$ cat src/rtl/assert_macros.svh
`ifndef ASSERT_MACROS_SVH
`define ASSERT_MACROS_SVH

// Clocked check, switched off while reset is asserted.
`define DLRC_ASSERT(lbl, prop, msg) \
	lbl: assert property (@(posedge clk) disable iff (!arst_n) (prop)) else $error(msg);

// Clocked check that a condition never occurs.
`define DLRC_ASSERT_NEVER(lbl, cond, msg) \
	`DLRC_ASSERT(lbl, !(cond), msg)

`endif

$ cat src/rtl/dlrc_pkg.sv
`timescale 1ns / 1ps

package dlrc_pkg;

	// Action codes of an input item.
	localparam logic [1:0] ACT_LOAD = 2'd0;
	localparam logic [1:0] ACT_FIND = 2'd1;
	localparam logic [1:0] ACT_READ = 2'd2;

	// Width of slot counters; holds any table depth up to 8191.
	localparam int CNT_W = 13;

	typedef struct packed {
		logic [1:0]  action;
		logic [6:0]  entry_index;
		logic [7:0]  entry_type;
		logic [15:0] entry_id;
		logic [7:0]  entry_flags;
		logic [15:0] entry_next_id;
		logic [31:0] entry_pos;
		logic [31:0] entry_length;
		logic [15:0] entry_crc;
		logic [31:0] read_size;
	} in_item_t;

	typedef struct packed {
		logic        found;
		logic [7:0]  hit_type;
		logic [7:0]  hit_flags;
		logic [15:0] hit_id;
		logic [15:0] hit_next_id;
		logic [31:0] hit_pos;
		logic [31:0] hit_length;
		logic [15:0] hit_crc;
		logic [31:0] granted_size;
		logic [31:0] read_address;
	} out_item_t;

	// One directory slot as stored in the table memory (128 bits).
	typedef struct packed {
		logic [7:0]  etype;
		logic [7:0]  flags;
		logic [15:0] id;
		logic [15:0] next_id;
		logic [31:0] pos;
		logic [31:0] length;
		logic [15:0] crc;
	} dir_entry_t;

	// Request from the top level to start a table scan.
	typedef struct packed {
		logic        start;
		logic [7:0]  key_type;
		logic [15:0] key_id;
	} scan_req_t;

	// Completion report of a table scan.
	typedef struct packed {
		logic       done;
		logic       hit;
		dir_entry_t entry;
	} scan_res_t;

	typedef enum logic {
		ST_IDLE,
		ST_FIND
	} top_state_t;

	typedef enum logic {
		SC_IDLE,
		SC_RUN
	} scan_state_t;

endpackage

$ cat src/rtl/dlrc_scan.sv
`timescale 1ns / 1ps

module dlrc_scan #(
	parameter int DIR_DEPTH = 128,
	localparam int AW = (DIR_DEPTH > 1) ? $clog2(DIR_DEPTH) : 1
) (
	input  logic                clk,
	input  logic                arst_n,
	input  dlrc_pkg::scan_req_t req,
	input  logic [7:0]          entry_count,
	output logic                rd_en,
	output logic [AW-1:0]       rd_addr,
	input  dlrc_pkg::dir_entry_t rd_data,
	output dlrc_pkg::scan_res_t res
);

	dlrc_pkg::scan_state_t state_q, state_d;
	logic [dlrc_pkg::CNT_W-1:0] ptr_q;
	logic [dlrc_pkg::CNT_W-1:0] limit_q;
	logic [dlrc_pkg::CNT_W-1:0] cnt_ext;
	logic [7:0]  key_type_q;
	logic [15:0] key_id_q;
	logic        pend_q;
	logic        more;
	logic        match;
	logic        done;

	// Count widened to the counter width; it is saturated to the table depth when a scan starts.
	assign cnt_ext = dlrc_pkg::CNT_W'(entry_count);

	// A slot read last cycle is compared against the keys now.
	assign more  = (ptr_q < limit_q);
	assign match = pend_q && (rd_data.etype == key_type_q) && (rd_data.id == key_id_q);

	// Next state.
	always_comb begin
		state_d = state_q;
		case (state_q)
			dlrc_pkg::SC_IDLE: begin
				if (req.start) begin
					state_d = dlrc_pkg::SC_RUN;
				end
			end
			dlrc_pkg::SC_RUN: begin
				if (done) begin
					state_d = dlrc_pkg::SC_IDLE;
				end
			end
			default: state_d = dlrc_pkg::SC_IDLE;
		endcase
	end

	// Outputs: issue the next slot read unless a hit ends the scan.
	always_comb begin
		rd_en = 1'b0;
		done  = 1'b0;
		case (state_q)
			dlrc_pkg::SC_RUN: begin
				rd_en = more && !match;
				done  = match || (!more && !pend_q);
			end
			default: begin
				rd_en = 1'b0;
				done  = 1'b0;
			end
		endcase
	end

	assign rd_addr   = ptr_q[AW-1:0];
	assign res.done  = done;
	assign res.hit   = match;
	assign res.entry = rd_data;

	// Control registers.
	always_ff @(posedge clk or negedge arst_n) begin
		if (!arst_n) begin
			state_q <= dlrc_pkg::SC_IDLE;
			ptr_q   <= '0;
			limit_q <= '0;
			pend_q  <= 1'b0;
		end else begin
			state_q <= state_d;
			if (state_q == dlrc_pkg::SC_IDLE) begin
				pend_q <= 1'b0;
				if (req.start) begin
					ptr_q   <= '0;
					limit_q <= (cnt_ext > dlrc_pkg::CNT_W'(DIR_DEPTH)) ?
						dlrc_pkg::CNT_W'(DIR_DEPTH) : cnt_ext;
				end
			end else begin
				pend_q <= rd_en;
				if (rd_en) begin
					ptr_q <= ptr_q + dlrc_pkg::CNT_W'(1);
				end
			end
		end
	end

	// Search keys.
	always_ff @(posedge clk) begin
		if (req.start && (state_q == dlrc_pkg::SC_IDLE)) begin
			key_type_q <= req.key_type;
			key_id_q   <= req.key_id;
		end
	end

endmodule

$ cat config.mk
export PLATFORM = sky130hd
export DESIGN_NAME = dlrc_scan
export DESIGN_NICKNAME = d
export VERILOG_FILES = /design/src/rtl/assert_macros.svh /design/src/rtl/dlrc_pkg.sv /design/src/rtl/dlrc_scan.sv
export SDC_FILE = /design/constraint.sdc
export NUM_CORES = 1
export LEC_CHECK = 0
export ABC_AREA = 1
export BUFFER_PORTS_ARGS = -buffer_cell sky130_fd_sc_hd__buf_2
export CAP_MARGIN = 40
export CELL_PAD_IN_SITES_DETAIL_PLACEMENT = 0
export CELL_PAD_IN_SITES_GLOBAL_PLACEMENT = 1
export CORE_MARGIN = 3
export CORE_UTILIZATION = 26
export DETAILED_ROUTE_END_ITERATION = 10
export PLACE_DENSITY = 0.88
export SLEW_MARGIN = 20
export SYNTH_ARGS = -nofsm -noshare
export SYNTH_HDL_FRONTEND = slang
export SYNTH_SLANG_ARGS = --single-unit
export TNS_END_PERCENT = 50
$ cat constraint.sdc
create_clock -name clk -period 2.4 [get_ports clk]
set_input_delay 0.24 -clock clk [delete_from_list [all_inputs] [get_ports clk]]
set_output_delay 0.24 -clock clk [all_outputs]
set_load 0.01 [all_outputs]
==> results.md <==
* Status: complete, no violations
* Mapped Cells at 487
* Max stage delay cell, worst path: dfrtp_1
* Clk_lat worst skew at 290 ps
* Netlist cell types at 25
* Antenna Diode Count at 0
* Gr usage total at 10.9%
* Met3 Resource Use GR at 7.59%
* Final period util at 89.5%
* Top cells by count, synth: buf_4 (137), nand2_1 (123), inv_1 (67)
* Slew Limit Fails at 0
* IO Count at 301
* GRT busiest layer: met2
* Peak Freq at 466 MHz
* CTS tree: done
* Initial Util at 27.1%
* Die ar. at 15500 um2
* CTS H-tree depth at 2
* Critical Path AT at 1910 ps
* Top FF cell, synth: edfxtp_1
* Met1 Use GR at 13.5%
* Post-route ant nets at 0
* Critical Path End Type: output pin
* M2 GR Usage at 15.4%
* Design area at 3520 um2
* Clk slew on worst S/H paths at 70 ps
* Clock Path Buffers at 2
* CP cell instances: ha_1 > nand2_1 > nor2_1 > nand2_1 > nand3_1 > nand2_1 > nand2_2 > nand2_1 > a21oi_2 > buf_2
* Slew @ Worst Pin at 517 ps
* Top cells by area, synth: buf_4 (28%), edfxtp_1 (20%), dfrtp_1 (16%)
* Min-Delay Path Class: input pin to flop
* Max_slew headroom at 65.5%
* Core ar. at 13500 um2
* Total CTS buffers at 5
* First-pass GRT wire length at 13200 um
* CP max FO at 6
* Die W at 125 um
* Total grt overflow at 0
* Seq/Total Area, Yosys at 35.4%
* EDFF count, synth at 24
* Residual DRC at 0
* # port buffers at 92
* Critical Path RT at 2160 ps
* Layout cell share with drive strength beyond 1 at 24.1%
* CP Class: flop to output pin
* Clock sinks at 47
* Worst path most repeated cell: nand2_1
* Max IR drop VDD at 424 uV
* Tmin final at 2150 ps
* Area delta synth->final at -3.76%
* Top cell type's share of synthesized area at 28.1%
* Pin count of the biggest net entering global routing at 25
* Vias in the first global route at 2482
* Fin. Hold Viols at 0
* Post-synthesis cell area at 3660 um2
* Crit-path max cell delay at 440 ps
* Avg Cell Area, Syn at 7.51 um2
* Startpoint types: flop
* Mapped Nets at 658
* Post-route setup TNS at 0 ps
* Detailed Place HPWL at 7100 um
* Cell accounting for the most synthesized area: buf_4
* Max-Cap Viols at 0
* DP Area at 3320 um2
* Post-route clock skew at 4.97 ps
* Drt wl/cell at 13.8 um
* Via count at 2547
* Synthesis Warnings at 0
* Die outline height at 125 um
* Fill count at 1470
* Initial antenna violation count at 2
* Nets at 622
* Final wirelength at 8660 um
* Initial DRT Pass Iterations at 4
* Clk root buf: clkbuf_16
* Starting DRT DRC Count at 96
* PwrDens at 897 nW/um2
* Count of state elements after synthesis at 47
* Utilization of the core after routing at 26.1%
* Pleak at 0.00189 uW
* Most frequent cell after synthesis: buf_4
* Setup violators final at 0
* Unrepaired setup endpoints after global routing: no
* Async SR Flop Fraction at 48.9%
* Routability cong. at 0.774
* Standard-cell rows at 42
* Via-to-Cell Ratio at 4.06
-- metrics by stage --
| step | total power, uW | setup slack (ps) | std cells | hold WS, ps |
|---|---|---|---|---|
| global route | 3460 | 58.1 | 628 | 110 |
| CTS | 3210 | 149 | 628 | 110 |
| floorplan | 2240 | 704 | 487 | -55.6 |
| detailed placement | 2360 | 449 | 619 | 249 |
| finish | 3160 | 253 | 628 | 123 |
| global placement | 2340 | 517 | 619 | 243 |
-- timing repair --
| action | CTS | global route |
|---|---|---|
| hold endpoints to repair | 23 | 0 |
| resized for setup | 0 | 3 |
| buffers inserted | 0 | 0 |
| hold buffers | 1 | 0 |
| endpoints found under the setup margin | 0 | 2 |
-- worst max-delay path, delay by kind of cell (launching register included) --
kind,cells,cell delay (ps)
fa+ha+maj,1,330
buf+inv,1,160
compound gates,1,160
flops,1,440
simple gates,7,540
-- power by group --
part / switching, uW / internal [uW]
combinational: 728 / 447
clock: 314 / 513
sequential: 127 / 1030
total: 1170 / 1990
-- metal layers --
metal | wire length (um) | up-vias | part of all wire, %
met5 | 29 | - | 0.33
met4 | 67 | 4 | 0.77
met3 | 1220 | 10 | 14
met2 | 3610 | 177 | 42
met1 | 3730 | 1075 | 43
li1 | - | 1281 | -
-- placed cells by master, fill, tap and decap left out --
cell	instances
nor3_1	3
a21boi_0	1
buf_2	92
clkinv_1	1
ha_1	8
dlygate4sd3_1	1
inv_2	2
clkinvlp_4	1
nand3b_1	2
clkbuf_16	7
nand4_1	6
xor2_1	4
nor2_1	45
nand2_1	122
inv_1	67
a31oi_1	1
nand2_2	2
nor3_2	1
nor4_1	2
a21oi_1	5
dfrtp_1	23
xnor2_1	3
a21oi_2	1
edfxtp_1	24
o22ai_1	2
o21ai_0	7
buf_4	3
nand3_1	15
o21ai_1	1
-- path summary, 6_finish.rpt --
check                      startpoint          end  slack, ps  depth (start not counted)
max                          ptr_q[4]     res[129]        250                         10
min                            req[5]  key_id_q[5]        120                          1
max reg2reg                  ptr_q[4]     ptr_q[6]        450                         12
min reg2reg                limit_q[0]   limit_q[0]        480                          2
max in group asynchronous      arst_n    ptr_q[10]       1600                          2
min in group asynchronous      arst_n   limit_q[5]        440                          2
-- kinds of logic after synthesis --
logic type                 count (synthesis)  synth area share (%)
AOI/OAI and AO/OA                         18                  2.63
xor gates and xnor gates                   7                  1.68
DFF                                       47                  35.4
adders and majority gates                  8                  2.74
buffers and inverters                    209                  35.7
and+or+nand+nor                          198                  21.8
-- area by class of cell --
type / count / area [um2] / share of cell area [%]
clock buffers: 7 / 175 / 4.98
clock inverters: 1 / 7.51 / 0.213
inverters: 70 / 263 / 7.46
multi-input cells: 231 / 1070 / 30.3
flip-flops and latches: 47 / 1300 / 36.8
well taps: 176 / 220 / 6.25
repair buffers: 96 / 493 / 14.0
-- registers in the layout, summed over array words and instances (netlist names) --
signal,cells
key_id_q,16
ptr_q,13
key_type_q,8
limit_q,8
pend_q,1
state_q,1
No activity file was read; power rests on OpenSTA's default activity.
